File: config.mk
export PLATFORM = sky130hd
export DESIGN_NAME = neighbour_mean_filter_3x3
export DESIGN_NICKNAME = d
export VERILOG_FILES = /design/src/hdl/nmf_pkg.sv /design/src/hdl/nmf_row_mem.sv /design/src/hdl/nmf_mean_div.sv /design/src/hdl/neighbour_mean_filter_3x3.sv
export SDC_FILE = /design/constraint.sdc
export NUM_CORES = 2
export LEC_CHECK = 0
export BUFFER_PORTS_ARGS = -buffer_cell sky130_fd_sc_hd__buf_4
export CAP_MARGIN = 10
export CELL_PAD_IN_SITES_DETAIL_PLACEMENT = 1
export CELL_PAD_IN_SITES_GLOBAL_PLACEMENT = 2
export CORE_MARGIN = 1
export CORE_UTILIZATION = 45
export CTS_CLUSTER_SIZE = 14
export DETAILED_ROUTE_END_ITERATION = 8
export PLACE_DENSITY = 0.79
export SYNTH_ARGS = -nofsm -noshare
export SYNTH_HDL_FRONTEND = slang
export SYNTH_SLANG_ARGS = --single-unit
File: constraint.sdc
create_clock -name i_clk -period 8.3 [get_ports i_clk]
set_input_delay 1.66 -clock i_clk [delete_from_list [all_inputs] [get_ports i_clk]]
set_output_delay 1.66 -clock i_clk [all_outputs]
set_load 0.005 [all_outputs]
File: src/hdl/nmf_pkg.sv
// ============================================================================
// nmf_pkg - shared definitions for the 3x3 neighbour mean filter
// Field widths, register indexes, divider transaction types and the small
// helper functions that the modules of the filter use.
// ============================================================================
package nmf_pkg;

    // Field widths fixed by the stream format.
    localparam int SAMPLE_W    = 16;
    localparam int OUT_ROW_W   = 10;
    localparam int OUT_COL_W   = 5;
    localparam int MEAN_W      = 32;
    localparam int S_TDATA_W   = 16;
    localparam int M_TDATA_W   = 48;

    // Configuration port.
    localparam int ROW_CFG_W   = 11;
    localparam int COL_CFG_W   = 6;
    localparam int CFG_IDX_W   = 1;
    localparam int CFG_DATA_W  = 11;
    localparam logic [CFG_IDX_W-1:0] CFG_ROW_COUNT = 1'b0;
    localparam logic [CFG_IDX_W-1:0] CFG_COL_COUNT = 1'b1;

    // Default sizes handed to the top level parameters.
    localparam int MAX_COLS_DEF = 32;
    localparam int MAX_ROWS_DEF = 1024;

    // Neighbour sum of up to eight samples and the neighbour count.
    localparam int SUM_W = SAMPLE_W + 3;
    localparam int CNT_W = 4;
    localparam logic [CNT_W-1:0] CNT_CORNER = 4'd3;
    localparam logic [CNT_W-1:0] CNT_EDGE   = 4'd5;
    localparam logic [CNT_W-1:0] CNT_INNER  = 4'd8;

    // Reciprocals for division by 3 and by 5, scaled by 2**RECIP_SHIFT.
    // Both are exact for every magnitude a corner or edge sum can reach.
    localparam int RECIP_W     = 19;
    localparam int RECIP_SHIFT = 20;
    localparam logic [RECIP_W-1:0] RECIP3 = 19'd349526;
    localparam logic [RECIP_W-1:0] RECIP5 = 19'd209716;
    localparam int QUOT_W = 17;
    localparam int REM_W  = 3;
    localparam int FRAC_W = 16;

    // Ring slot of one of the three buffered rows.
    typedef logic [1:0] t_ring;

    // Divider request and response.
    typedef struct packed {
        logic                    valid;
        logic signed [SUM_W-1:0] sum;
        logic [CNT_W-1:0]        cnt;
    } t_div_req;

    typedef struct packed {
        logic                     valid;
        logic signed [MEAN_W-1:0] mean;
    } t_div_rsp;

    // Next ring slot, modulo three.
    function automatic t_ring ring_inc(input t_ring slot);
        ring_inc = (slot == 2'd2) ? 2'd0 : slot + 2'd1;
    endfunction

    // Previous ring slot, modulo three.
    function automatic t_ring ring_dec(input t_ring slot);
        ring_dec = (slot == 2'd0) ? 2'd2 : slot - 2'd1;
    endfunction

    // Fraction part floor((rem * 65536 + cnt/2) / cnt) for divisors 3 and 5.
    function automatic logic [FRAC_W-1:0] frac_lut(input logic by5,
                                                   input logic [REM_W-1:0] rem);
        case ({by5, rem})
            4'b0_001: frac_lut = 16'd21845;
            4'b0_010: frac_lut = 16'd43691;
            4'b1_001: frac_lut = 16'd13107;
            4'b1_010: frac_lut = 16'd26214;
            4'b1_011: frac_lut = 16'd39322;
            4'b1_100: frac_lut = 16'd52429;
            default:  frac_lut = 16'd0;
        endcase
    endfunction

endpackage

File: src/hdl/nmf_row_mem.sv
// ============================================================================
// nmf_row_mem - three-row sample store
// Simple dual-port synchronous RAM: one write port, one read port with a
// registered read.
// ============================================================================
module nmf_row_mem
    import nmf_pkg::*;
#(
    parameter int DEPTH = 3 * MAX_COLS_DEF
) (
    input  logic                       i_clk,
    input  logic                       i_we,
    input  logic [$clog2(DEPTH)-1:0]   i_waddr,
    input  logic [SAMPLE_W-1:0]        i_wdata,
    input  logic                       i_re,
    input  logic [$clog2(DEPTH)-1:0]   i_raddr,
    output logic [SAMPLE_W-1:0]        o_rdata
);

    logic [SAMPLE_W-1:0] r_mem [DEPTH];
    logic [SAMPLE_W-1:0] r_rdata;

    // Write port.
    always_ff @(posedge i_clk) begin
        if (i_we) begin
            r_mem[i_waddr] <= i_wdata;
        end
    end

    // Registered read port.
    always_ff @(posedge i_clk) begin
        if (i_re) begin
            r_rdata <= r_mem[i_raddr];
        end
    end

    assign o_rdata = r_rdata;

endmodule

File: src/hdl/nmf_mean_div.sv
// ============================================================================
// nmf_mean_div - rounded neighbour mean
// Three-stage pipeline that turns a neighbour sum and a count of 3, 5 or 8
// into sum * 65536 / count, rounded to nearest with ties away from zero.
// Division by 3 and 5 uses a reciprocal multiply and a remainder lookup.
// ============================================================================
module nmf_mean_div
    import nmf_pkg::*;
(
    input  logic     i_clk,
    input  logic     i_rst_n,
    input  t_div_req i_req,
    output t_div_rsp o_rsp
);

    localparam int ABS_W  = SUM_W;
    localparam int PROD_W = ABS_W + RECIP_W;
    localparam int MAG_W  = MEAN_W + 1;

    // Stage 1: magnitude and reciprocal product.
    logic                  r_v1, n_v1;
    logic                  r_neg1;
    logic [ABS_W-1:0]      r_abs1;
    logic [CNT_W-1:0]      r_cnt1;
    logic [PROD_W-1:0]     r_prod1;
    logic [ABS_W-1:0]      abs_in;
    logic [RECIP_W-1:0]    recip;

    // Stage 2: quotient and remainder.
    logic                  r_v2, n_v2;
    logic                  r_neg2;
    logic [ABS_W-1:0]      r_abs2;
    logic [CNT_W-1:0]      r_cnt2;
    logic [QUOT_W-1:0]     r_quot2;
    logic [REM_W-1:0]      r_rem2;
    logic [QUOT_W-1:0]     quot;
    logic [QUOT_W+2:0]     quot_x;

    // Stage 3: composed result.
    logic                  r_v3, n_v3;
    logic [MEAN_W-1:0]     r_mean3;
    logic [MAG_W-1:0]      mag;
    logic [MAG_W-1:0]      signed_mag;

    assign abs_in = i_req.sum[SUM_W-1] ? ABS_W'(-i_req.sum) : ABS_W'(i_req.sum);
    assign recip  = (i_req.cnt == CNT_EDGE) ? RECIP5 : RECIP3;

    // Quotient estimate and quotient times divisor by shift and add.
    assign quot   = r_prod1[RECIP_SHIFT +: QUOT_W];
    assign quot_x = (r_cnt1 == CNT_EDGE)
                  ? ({1'b0, quot, 2'b00} + {3'b000, quot})
                  : ({2'b00, quot, 1'b0} + {3'b000, quot});

    // Whole part, fraction from the remainder, then the sign.
    always_comb begin
        if (r_cnt2 == CNT_INNER) begin
            mag = MAG_W'({r_abs2, 13'd0});
        end else begin
            mag = MAG_W'({r_quot2, 16'd0})
                + MAG_W'(frac_lut(r_cnt2 == CNT_EDGE, r_rem2));
        end
        signed_mag = r_neg2 ? (~mag + MAG_W'(1)) : mag;
    end

    assign n_v1 = i_req.valid;
    assign n_v2 = r_v1;
    assign n_v3 = r_v2;

    // Valid bits of the pipeline.
    always_ff @(posedge i_clk) begin
        if (!i_rst_n) begin
            r_v1 <= 1'b0;
            r_v2 <= 1'b0;
            r_v3 <= 1'b0;
        end else begin
            r_v1 <= n_v1;
            r_v2 <= n_v2;
            r_v3 <= n_v3;
        end
    end

    // Pipeline data.
    always_ff @(posedge i_clk) begin
        r_neg1  <= i_req.sum[SUM_W-1];
        r_abs1  <= abs_in;
        r_cnt1  <= i_req.cnt;
        r_prod1 <= abs_in * recip;
        r_neg2  <= r_neg1;
        r_abs2  <= r_abs1;
        r_cnt2  <= r_cnt1;
        r_quot2 <= quot;
        r_rem2  <= REM_W'(r_abs1 - ABS_W'(quot_x));
        r_mean3 <= signed_mag[MEAN_W-1:0];
    end

    assign o_rsp.valid = r_v3;
    assign o_rsp.mean  = r_mean3;

endmodule

File: src/hdl/neighbour_mean_filter_3x3.sv
// ============================================================================
// neighbour_mean_filter_3x3 - 3x3 neighbour mean over a raster stream
// Averages the existing 8-neighbours of each element, center excluded, and
// returns the result as signed fixed point with 16 fraction bits.
// ============================================================================
//
// Usage:
//   Samples enter on the s_axis channel in raster order, one element per
//   transaction. Each sample is written to a three-row ring store; results
//   for the row above come out one row and one column behind. The frame's
//   last sample also produces the whole final row. Results leave on the
//   m_axis channel; tlast marks the last result caused by one sample and
//   tuser marks the result for the frame's last element.
//   Row and column counts are written on the cfg port while the block is
//   idle; a write restarts the frame at element (0, 0).
// Timing:
//   One sample occupies the block until its last result is in the output
//   register. Each result takes up to eight reads from the single read
//   port of the row store, one per cycle, followed by the three-stage
//   divider. A sample causes zero, one, two or up to MAX_COLS + 2 results.
// Reset and stall:
//   Reset clears the positions, the configuration (2 rows, 2 columns) and
//   the output register. A stalled receiver holds the output register; the
//   next sample is still taken while a finished result waits there.
//
module neighbour_mean_filter_3x3
    import nmf_pkg::*;
#(
    parameter int MAX_COLS = MAX_COLS_DEF,
    parameter int MAX_ROWS = MAX_ROWS_DEF
) (
    input  logic                   i_clk,
    input  logic                   i_rst_n,
    // Configuration write port.
    input  logic                   i_cfg_we,
    input  logic [CFG_IDX_W-1:0]   i_cfg_idx,
    input  logic [CFG_DATA_W-1:0]  i_cfg_wdata,
    // Input stream.
    input  logic                   s_axis_tvalid,
    output logic                   s_axis_tready,
    input  logic [S_TDATA_W-1:0]   s_axis_tdata,   // [15:0] sample
    // Output stream.
    output logic                   m_axis_tvalid,
    input  logic                   m_axis_tready,
    output logic [M_TDATA_W-1:0]   m_axis_tdata,   // [9:0] out_row, [14:10] out_col,
                                                   // [46:15] neighbour_mean, [47] zero
    output logic                   m_axis_tlast,
    output logic                   m_axis_tuser    // [0] frame_done
);

    localparam int DEPTH  = 3 * MAX_COLS;
    localparam int ADDR_W = $clog2(DEPTH);
    localparam int COL_W  = $clog2(MAX_COLS);
    localparam int ROW_W  = $clog2(MAX_ROWS);

    localparam logic [2:0] ST_IDLE  = 3'd0;
    localparam logic [2:0] ST_PICK  = 3'd1;
    localparam logic [2:0] ST_SCAN  = 3'd2;
    localparam logic [2:0] ST_DRAIN = 3'd3;
    localparam logic [2:0] ST_GO    = 3'd4;
    localparam logic [2:0] ST_WAIT  = 3'd5;
    localparam logic [2:0] ST_OUT   = 3'd6;

    // Control registers.
    logic [2:0]              r_state, n_state;
    logic [ROW_CFG_W-1:0]    r_row_count, n_row_count;
    logic [COL_CFG_W-1:0]    r_col_count, n_col_count;
    logic [ROW_W-1:0]        r_row_pos, n_row_pos;
    logic [COL_W-1:0]        r_col_pos, n_col_pos;
    t_ring                   r_ring, n_ring;
    logic                    r_pend_a, n_pend_a;
    logic                    r_pend_b, n_pend_b;
    logic                    r_pend_c, n_pend_c;
    logic                    r_rd_vld, n_rd_vld;
    logic                    r_m_valid, n_m_valid;

    // Data registers.
    logic [ROW_W-1:0]        r_in_row, n_in_row;
    logic [COL_W-1:0]        r_in_col, n_in_col;
    t_ring                   r_in_ring, n_in_ring;
    logic [COL_W-1:0]        r_jcol, n_jcol;
    logic [ROW_W-1:0]        r_job_row, n_job_row;
    logic [COL_W-1:0]        r_job_col, n_job_col;
    t_ring                   r_job_ring, n_job_ring;
    logic                    r_job_last, n_job_last;
    logic                    r_job_done, n_job_done;
    logic [1:0]              r_di, n_di;
    logic [1:0]              r_dj, n_dj;
    logic signed [SUM_W-1:0] r_sum, n_sum;
    logic [CNT_W-1:0]        r_cnt, n_cnt;
    logic [MEAN_W-1:0]       r_mean, n_mean;
    logic [M_TDATA_W-1:0]    r_m_data, n_m_data;
    logic                    r_m_last, n_m_last;
    logic                    r_m_user, n_m_user;

    // Combinational helpers.
    logic [ROW_W-1:0]        last_row;
    logic [COL_W-1:0]        last_col;
    logic                    s_accept;
    logic                    out_free;
    logic                    row_ok;
    logic                    col_ok;
    logic                    rd_en;
    t_ring                   rd_ring;
    logic [COL_W-1:0]        rd_col;
    logic [ADDR_W-1:0]       rd_addr;
    logic [ADDR_W-1:0]       wr_addr;
    logic [SAMPLE_W-1:0]     rd_data;
    t_div_req                div_req;
    t_div_rsp                div_rsp;

    // Start address of one ring slot in the row store.
    function automatic logic [ADDR_W-1:0] ring_base(input t_ring slot);
        case (slot)
            2'd0:    ring_base = '0;
            2'd1:    ring_base = ADDR_W'(MAX_COLS);
            default: ring_base = ADDR_W'(2 * MAX_COLS);
        endcase
    endfunction

    // Effective frame size, clamped to the supported range.
    always_comb begin
        if (r_row_count < 11'd2) begin
            last_row = ROW_W'(1);
        end else if (32'(r_row_count) > MAX_ROWS) begin
            last_row = ROW_W'(MAX_ROWS - 1);
        end else begin
            last_row = ROW_W'(r_row_count - 11'd1);
        end
        if (r_col_count < 6'd2) begin
            last_col = COL_W'(1);
        end else if (32'(r_col_count) > MAX_COLS) begin
            last_col = COL_W'(MAX_COLS - 1);
        end else begin
            last_col = COL_W'(r_col_count - 6'd1);
        end
    end

    assign s_axis_tready = (r_state == ST_IDLE);
    assign s_accept      = s_axis_tvalid && s_axis_tready;
    assign out_free      = !r_m_valid || m_axis_tready;
    assign wr_addr       = ring_base(r_ring) + ADDR_W'(r_col_pos);

    // Neighbour window position: bounds check and read address.
    always_comb begin
        case (r_di)
            2'd0:    row_ok = (r_job_row != '0);
            2'd2:    row_ok = (r_job_row != last_row);
            default: row_ok = 1'b1;
        endcase
        case (r_dj)
            2'd0:    col_ok = (r_job_col != '0);
            2'd2:    col_ok = (r_job_col != last_col);
            default: col_ok = 1'b1;
        endcase
        case (r_di)
            2'd0:    rd_ring = ring_dec(r_job_ring);
            2'd2:    rd_ring = ring_inc(r_job_ring);
            default: rd_ring = r_job_ring;
        endcase
        case (r_dj)
            2'd0:    rd_col = r_job_col - COL_W'(1);
            2'd2:    rd_col = r_job_col + COL_W'(1);
            default: rd_col = r_job_col;
        endcase
        rd_addr = ring_base(rd_ring) + ADDR_W'(rd_col);
        rd_en   = (r_state == ST_SCAN) && row_ok && col_ok
               && !((r_di == 2'd1) && (r_dj == 2'd1));
    end

    // Sequencer: accept a sample, then walk through the results it causes.
    always_comb begin
        n_state     = r_state;
        n_row_count = r_row_count;
        n_col_count = r_col_count;
        n_row_pos   = r_row_pos;
        n_col_pos   = r_col_pos;
        n_ring      = r_ring;
        n_pend_a    = r_pend_a;
        n_pend_b    = r_pend_b;
        n_pend_c    = r_pend_c;
        n_rd_vld    = rd_en;
        n_m_valid   = r_m_valid;
        n_in_row    = r_in_row;
        n_in_col    = r_in_col;
        n_in_ring   = r_in_ring;
        n_jcol      = r_jcol;
        n_job_row   = r_job_row;
        n_job_col   = r_job_col;
        n_job_ring  = r_job_ring;
        n_job_last  = r_job_last;
        n_job_done  = r_job_done;
        n_di        = r_di;
        n_dj        = r_dj;
        n_sum       = r_sum;
        n_cnt       = r_cnt;
        n_mean      = r_mean;
        n_m_data    = r_m_data;
        n_m_last    = r_m_last;
        n_m_user    = r_m_user;

        // The receiver drains the output register.
        if (r_m_valid && m_axis_tready) begin
            n_m_valid = 1'b0;
        end

        // Read data arrives in the cycle after its address.
        if (r_rd_vld) begin
            n_sum = r_sum + {{(SUM_W - SAMPLE_W){rd_data[SAMPLE_W-1]}}, rd_data};
        end
        if (rd_en) begin
            n_cnt = r_cnt + CNT_W'(1);
        end

        case (r_state)
            ST_IDLE: begin
                if (s_accept) begin
                    n_in_row  = r_row_pos;
                    n_in_col  = r_col_pos;
                    n_in_ring = r_ring;
                    n_pend_a  = (r_row_pos != '0) && (r_col_pos != '0);
                    n_pend_b  = (r_row_pos != '0) && (r_col_pos == last_col);
                    n_pend_c  = (r_row_pos == last_row) && (r_col_pos == last_col);
                    n_jcol    = '0;
                    if (r_col_pos == last_col) begin
                        n_col_pos = '0;
                        if (r_row_pos == last_row) begin
                            n_row_pos = '0;
                            n_ring    = 2'd0;
                        end else begin
                            n_row_pos = r_row_pos + ROW_W'(1);
                            n_ring    = ring_inc(r_ring);
                        end
                    end else begin
                        n_col_pos = r_col_pos + COL_W'(1);
                    end
                    n_state = ST_PICK;
                end
            end
            ST_PICK: begin
                n_di       = 2'd0;
                n_dj       = 2'd0;
                n_sum      = '0;
                n_cnt      = '0;
                n_job_done = 1'b0;
                n_state    = ST_SCAN;
                if (r_pend_a) begin
                    n_pend_a   = 1'b0;
                    n_job_row  = r_in_row - ROW_W'(1);
                    n_job_col  = r_in_col - COL_W'(1);
                    n_job_ring = ring_dec(r_in_ring);
                    n_job_last = !r_pend_b && !r_pend_c;
                end else if (r_pend_b) begin
                    n_pend_b   = 1'b0;
                    n_job_row  = r_in_row - ROW_W'(1);
                    n_job_col  = last_col;
                    n_job_ring = ring_dec(r_in_ring);
                    n_job_last = !r_pend_c;
                end else if (r_pend_c) begin
                    n_job_row  = r_in_row;
                    n_job_col  = r_jcol;
                    n_job_ring = r_in_ring;
                    n_job_last = (r_jcol == last_col);
                    n_job_done = (r_jcol == last_col);
                    n_jcol     = r_jcol + COL_W'(1);
                    if (r_jcol == last_col) begin
                        n_pend_c = 1'b0;
                    end
                end else begin
                    n_state = ST_IDLE;
                end
            end
            ST_SCAN: begin
                if (r_dj == 2'd2) begin
                    n_dj = 2'd0;
                    if (r_di == 2'd2) begin
                        n_state = ST_DRAIN;
                    end else begin
                        n_di = r_di + 2'd1;
                    end
                end else begin
                    n_dj = r_dj + 2'd1;
                end
            end
            ST_DRAIN: begin
                n_state = ST_GO;
            end
            ST_GO: begin
                n_state = ST_WAIT;
            end
            ST_WAIT: begin
                if (div_rsp.valid) begin
                    n_mean  = div_rsp.mean;
                    n_state = ST_OUT;
                end
            end
            ST_OUT: begin
                if (out_free) begin
                    n_m_valid = 1'b1;
                    n_m_data  = {1'b0, r_mean, OUT_COL_W'(r_job_col),
                                 OUT_ROW_W'(r_job_row)};
                    n_m_last  = r_job_last;
                    n_m_user  = r_job_done;
                    n_state   = ST_PICK;
                end
            end
            default: begin
                n_state = ST_IDLE;
            end
        endcase

        // Register writes restart the frame.
        if (i_cfg_we) begin
            case (i_cfg_idx)
                CFG_ROW_COUNT: begin
                    n_row_count = i_cfg_wdata[ROW_CFG_W-1:0];
                    n_row_pos   = '0;
                    n_col_pos   = '0;
                    n_ring      = 2'd0;
                end
                CFG_COL_COUNT: begin
                    n_col_count = i_cfg_wdata[COL_CFG_W-1:0];
                    n_row_pos   = '0;
                    n_col_pos   = '0;
                    n_ring      = 2'd0;
                end
                default: begin
                    n_row_pos = r_row_pos;
                end
            endcase
        end
    end

    // Control state.
    always_ff @(posedge i_clk) begin
        if (!i_rst_n) begin
            r_state     <= ST_IDLE;
            r_row_count <= ROW_CFG_W'(2);
            r_col_count <= COL_CFG_W'(2);
            r_row_pos   <= '0;
            r_col_pos   <= '0;
            r_ring      <= 2'd0;
            r_pend_a    <= 1'b0;
            r_pend_b    <= 1'b0;
            r_pend_c    <= 1'b0;
            r_rd_vld    <= 1'b0;
            r_m_valid   <= 1'b0;
        end else begin
            r_state     <= n_state;
            r_row_count <= n_row_count;
            r_col_count <= n_col_count;
            r_row_pos   <= n_row_pos;
            r_col_pos   <= n_col_pos;
            r_ring      <= n_ring;
            r_pend_a    <= n_pend_a;
            r_pend_b    <= n_pend_b;
            r_pend_c    <= n_pend_c;
            r_rd_vld    <= n_rd_vld;
            r_m_valid   <= n_m_valid;
        end
    end

    // Job and payload registers.
    always_ff @(posedge i_clk) begin
        r_in_row   <= n_in_row;
        r_in_col   <= n_in_col;
        r_in_ring  <= n_in_ring;
        r_jcol     <= n_jcol;
        r_job_row  <= n_job_row;
        r_job_col  <= n_job_col;
        r_job_ring <= n_job_ring;
        r_job_last <= n_job_last;
        r_job_done <= n_job_done;
        r_di       <= n_di;
        r_dj       <= n_dj;
        r_sum      <= n_sum;
        r_cnt      <= n_cnt;
        r_mean     <= n_mean;
        r_m_data   <= n_m_data;
        r_m_last   <= n_m_last;
        r_m_user   <= n_m_user;
    end

    // Row store.
    nmf_row_mem #(
        .DEPTH (DEPTH)
    ) u_row_mem (
        .i_clk   (i_clk),
        .i_we    (s_accept),
        .i_waddr (wr_addr),
        .i_wdata (s_axis_tdata[SAMPLE_W-1:0]),
        .i_re    (rd_en),
        .i_raddr (rd_addr),
        .o_rdata (rd_data)
    );

    // Mean divider.
    assign div_req.valid = (r_state == ST_GO);
    assign div_req.sum   = r_sum;
    assign div_req.cnt   = r_cnt;

    nmf_mean_div u_mean_div (
        .i_clk   (i_clk),
        .i_rst_n (i_rst_n),
        .i_req   (div_req),
        .o_rsp   (div_rsp)
    );

    assign m_axis_tvalid = r_m_valid;
    assign m_axis_tdata  = r_m_data;
    assign m_axis_tlast  = r_m_last;
    assign m_axis_tuser  = r_m_user;

endmodule

==> results by group <==
Status
  • Status: complete, no violations

Critical path
  • Critical-path top delay cell: fa_1
  • Max FO, Critical Path: 6
  • Most common cell on crit path: fa_1
  • Startpoint Class: flop
  • Buf+Inv Stages, Crit Path: 4
  • Arr. time, crit path: 8.20 ns
  • R2r worst-path depth: 26
  • Family with the most delay on the worst path: adder cells
  • R2r setup slk: 0.80 ns
  • Required time worst endpoint: 9.00 ns
  • Worst path max stage delay: 0.55 ns
  • Stages on the worst setup path: 26
  • Critical path class: flop to flop
  • Crit end category: flop

Worst hold path
  • Hold path cells: 0
  • Hold WC Path Type: flop to flop

Synthesis
  • Synth unique cells: 91
  • Synth area leaders: edfxtp_1 (63%), mux4_2 (11%), dfxtp_1 (4.5%), fa_1 (4.1%), ha_1 (3.4%)
  • Compound-Gate Fraction of Synth Area: 3.10%
  • Adder-cell area share of the yosys netlist: 7.45%
  • Simple-gate share of the synthesized area: 5.12%
  • Seq/Total Area, Yosys: 67.1%
  • Synth Area in XOR/XNOR: 1.56%
  • Mapped Cells: 4767
  • EDFF count, synth: 1672
  • Share of the synthesized area in the top cell type: 62.6%
  • Top cells by count, synth: edfxtp_1 (1672), mux4_2 (384), inv_1 (372), nand2_1 (333), nor2_1 (255)
  • Mux contribution to synthesized area: 12.9%
  • Post-Syn Area: 80300 sq um
  • Seq cells post-synth: 1852
  • Top-count cell post-synth: edfxtp_1
  • Synth Warn #: 0
  • Syn avg cell area: 16.8 sq um
  • Top_reg_cell synth: edfxtp_1
  • Cell taking the most area after synthesis: edfxtp_1
  • Synth async-reset ratio: 0%
  • Largest family of logic cells by synthesized area: multiplexers

Power and ir drop
  • Sw Ratio: 33.1%
  • Combinational share of power: 33.9%
  • VDD IR max: 0.351 mV
  • Clock power share: 29.2%
  • Power per cell area: 323 nW/um^2
  • LEAKAGE: 31.6 nW
  • Part of the power in registers: 36.9%
  • Internal power: 0.0196 W
  • Sw power: 0.00967 W

Job
  • Max-cap violations: 0

Route
  • Via count: 42574
  • Avg WL per Cell: 27.3 um
  • DRT Pass-1 Iters: 7
  • Drt first-iter violations: 3863
  • Vias per cell: 5.69
  • DR DRC count: 0
  • Total Wirelength: 204000 um
  • Remaining antenna violation count: 0

Floorplan
  • Die H: 424 um
  • Total core area: 177000 sq um
  • Die Footprint: 180000 sq um
  • Initial core utilization: 45.4%
  • FP Rows: 154
  • Die Width: 424 um
  • I/O pin count: 85

Placed design
  • Placed Instances: 7143
  • Gpl congestion: 0.864
  • DP HPWL: 131000 um
  • Port Buffers: 83

STA
  • Final Hold Fails: 0
  • Final setup fails: 0
  • Fin Setup TNS: 0 ns
  • Skew final: 0.0853 ns
  • Final cycle utilization of the critical path: 90.3%
  • RSZ-0062 raised after global routing: false
  • Max-slew violations: 0
  • FMAX: 133 MHz
  • Measured slew at the worst slew-check pin: 1.23 ns
  • Max-slew headroom: 18.0%
  • Hold_ws: 0.308 ns
  • Tmin final: 7.50 ns

Global route
  • Total gr overflow: 0
  • Gr usage total: 22.7%
  • Largest net degree at the start of global routing: 109
  • Initial antenna violation count: 5
  • Vias in the first global route: 44694
  • First-pass GRT wire length: 301000 um

Cells and area
  • Layout area overhead: 12.9%
  • Fillcell total: 16314
  • Utilization after layout: 51.3%
  • Share of layout cells above drive strength 1: 18.5%
  • Final non-filler cell total: 7487
  • Antenna diodes: 0
  • Final net count: 5405

CTS
  • Num CTS Buffers: 187
  • Skew-Pair Late Insertion Delay: 0.85 ns
  • Post-CTS setup repair buffer count: 0
  • Maximum buffer depth of the clock tree: 3
  • Reg clk slew, reported paths: 0.06 ns
  • # hold bufs at CTS: 0
  • H-tree levels: 4
  • CTS Root Cell: clkbuf_16
  • CTS tree: done
  • Clk sinks: 1852
[worst reg2reg max path, stage by stage, from the launching register on]
cell	delay [ns]
dfxtp_1	0.38
nor4_2	0.50
nand2_1	0.13
o41ai_1	0.33
xor2_1	0.38
nor2_1	0.12
or2_2	0.32
ha_1	0.34
inv_1	0.08
fa_1	0.45
fa_1	0.55
inv_1	0.05
fa_1	0.44
fa_1	0.51
inv_1	0.05
fa_1	0.48
inv_1	0.04
ha_1	0.28
a21oi_1	0.17
nor2_1	0.06
a211oi_1	0.18
o211ai_1	0.21
o21ai_0	0.48
a21oi_1	0.18
a211o_1	0.34
o31ai_1	0.26
xnor2_1	0.12
[sequential cells by signal, summed over array words and instances, names as in the netlist, 11 cells and up]
register / cells
u_row_mem.r_mem: 1536
r_row_count: 11
u_row_mem.o_rdata: 16
u_mean_div.r_quot2: 16
u_mean_div.r_abs2: 19
r_mean: 29
u_mean_div.r_abs1: 19
m_axis_tdata: 44
u_mean_div.r_mean3: 29
u_mean_div.r_prod1: 16
r_sum: 19
[stage by stage]
stage | area [sq um] | total power (W) | setup WS [ns]
detailed placement | 84300 | 0.0210 | 0.506
finish | 90600 | 0.0292 | 0.802
floorplan | 80300 | 0.0179 | 1.56
global route | 90600 | 0.0310 | 0.248
CTS | 90600 | 0.0296 | 0.537
global placement | 84300 | 0.0208 | 0.656
[power by group through the flow]
stage | Combinational, W | Sequential, W | Clock, W
3_5_place_dp | 0.00997 | 0.0110 | 0
2_1_floorplan | 0.00699 | 0.0109 | 0
3_3_place_gp | 0.00977 | 0.0110 | 0
6_report | 0.00990 | 0.0108 | 0.00855
5_1_grt | 0.0112 | 0.0108 | 0.00901
4_1_cts | 0.0101 | 0.0108 | 0.00870
[metal layers]
layer | share of wire, % | wire length [um] | GRT usage, %
met1 | 43 | 87300 | 31.6
met3 | 6.0 | 12200 | 3.51
met5 | 0.0054 | 11 | 0
met4 | 2.4 | 4820 | 6.00
met2 | 49 | 99800 | 37.4
[cells by family (layout without fill, tap and decap cells)]
kind of cell,Yosys count,after routing
simple gates,892,892
compound gates,363,363
fa+ha+maj,380,380
flops,1852,1852
other cells,2,20
buf+inv,586,948
mux,549,549
xor+xnor,143,143
[final timing paths]
check                         from                endpoint
min          u_mean_div.r_abs1[17]   u_mean_div.r_abs2[17]
max                       r_sum[2]  u_mean_div.r_prod1[35]
min reg2reg  u_mean_div.r_abs1[17]   u_mean_div.r_abs2[17]
max reg2reg               r_sum[2]  u_mean_div.r_prod1[35]
[final cells by class]
cell class,count,area (sq um),share of cell area (%)
sequential,1852,53800,59.4
clock inverter,112,1390,1.53
multi-input combinational,2347,24300,26.9
clock buffer,231,4900,5.40
inverter,374,1400,1.55
tap,2340,2930,3.23
timing repair buffer,231,1860,2.05
[timing repair]
action | 4_1_cts | 5_1_grt
resized for setup | 0 | 1
endpoints found under the hold margin | 0 | 0
endpoints found under the setup margin | 0 | 1
[cell usage in the layout (no fill, tap or decap), types with 61 or more instances in the layout]
cell type / instances
edfxtp_1: 1672
fa_1: 163
nor2_1: 238
a32oi_1: 61
clkbuf_16: 188
o21ai_0: 65
xnor2_1: 85
mux4_2: 384
a21oi_1: 93
nand2_1: 333
buf_4: 221
ha_1: 216
dfxtp_1: 180
mux2i_1: 159
inv_1: 372
Power figures use the tool's default switching activity.
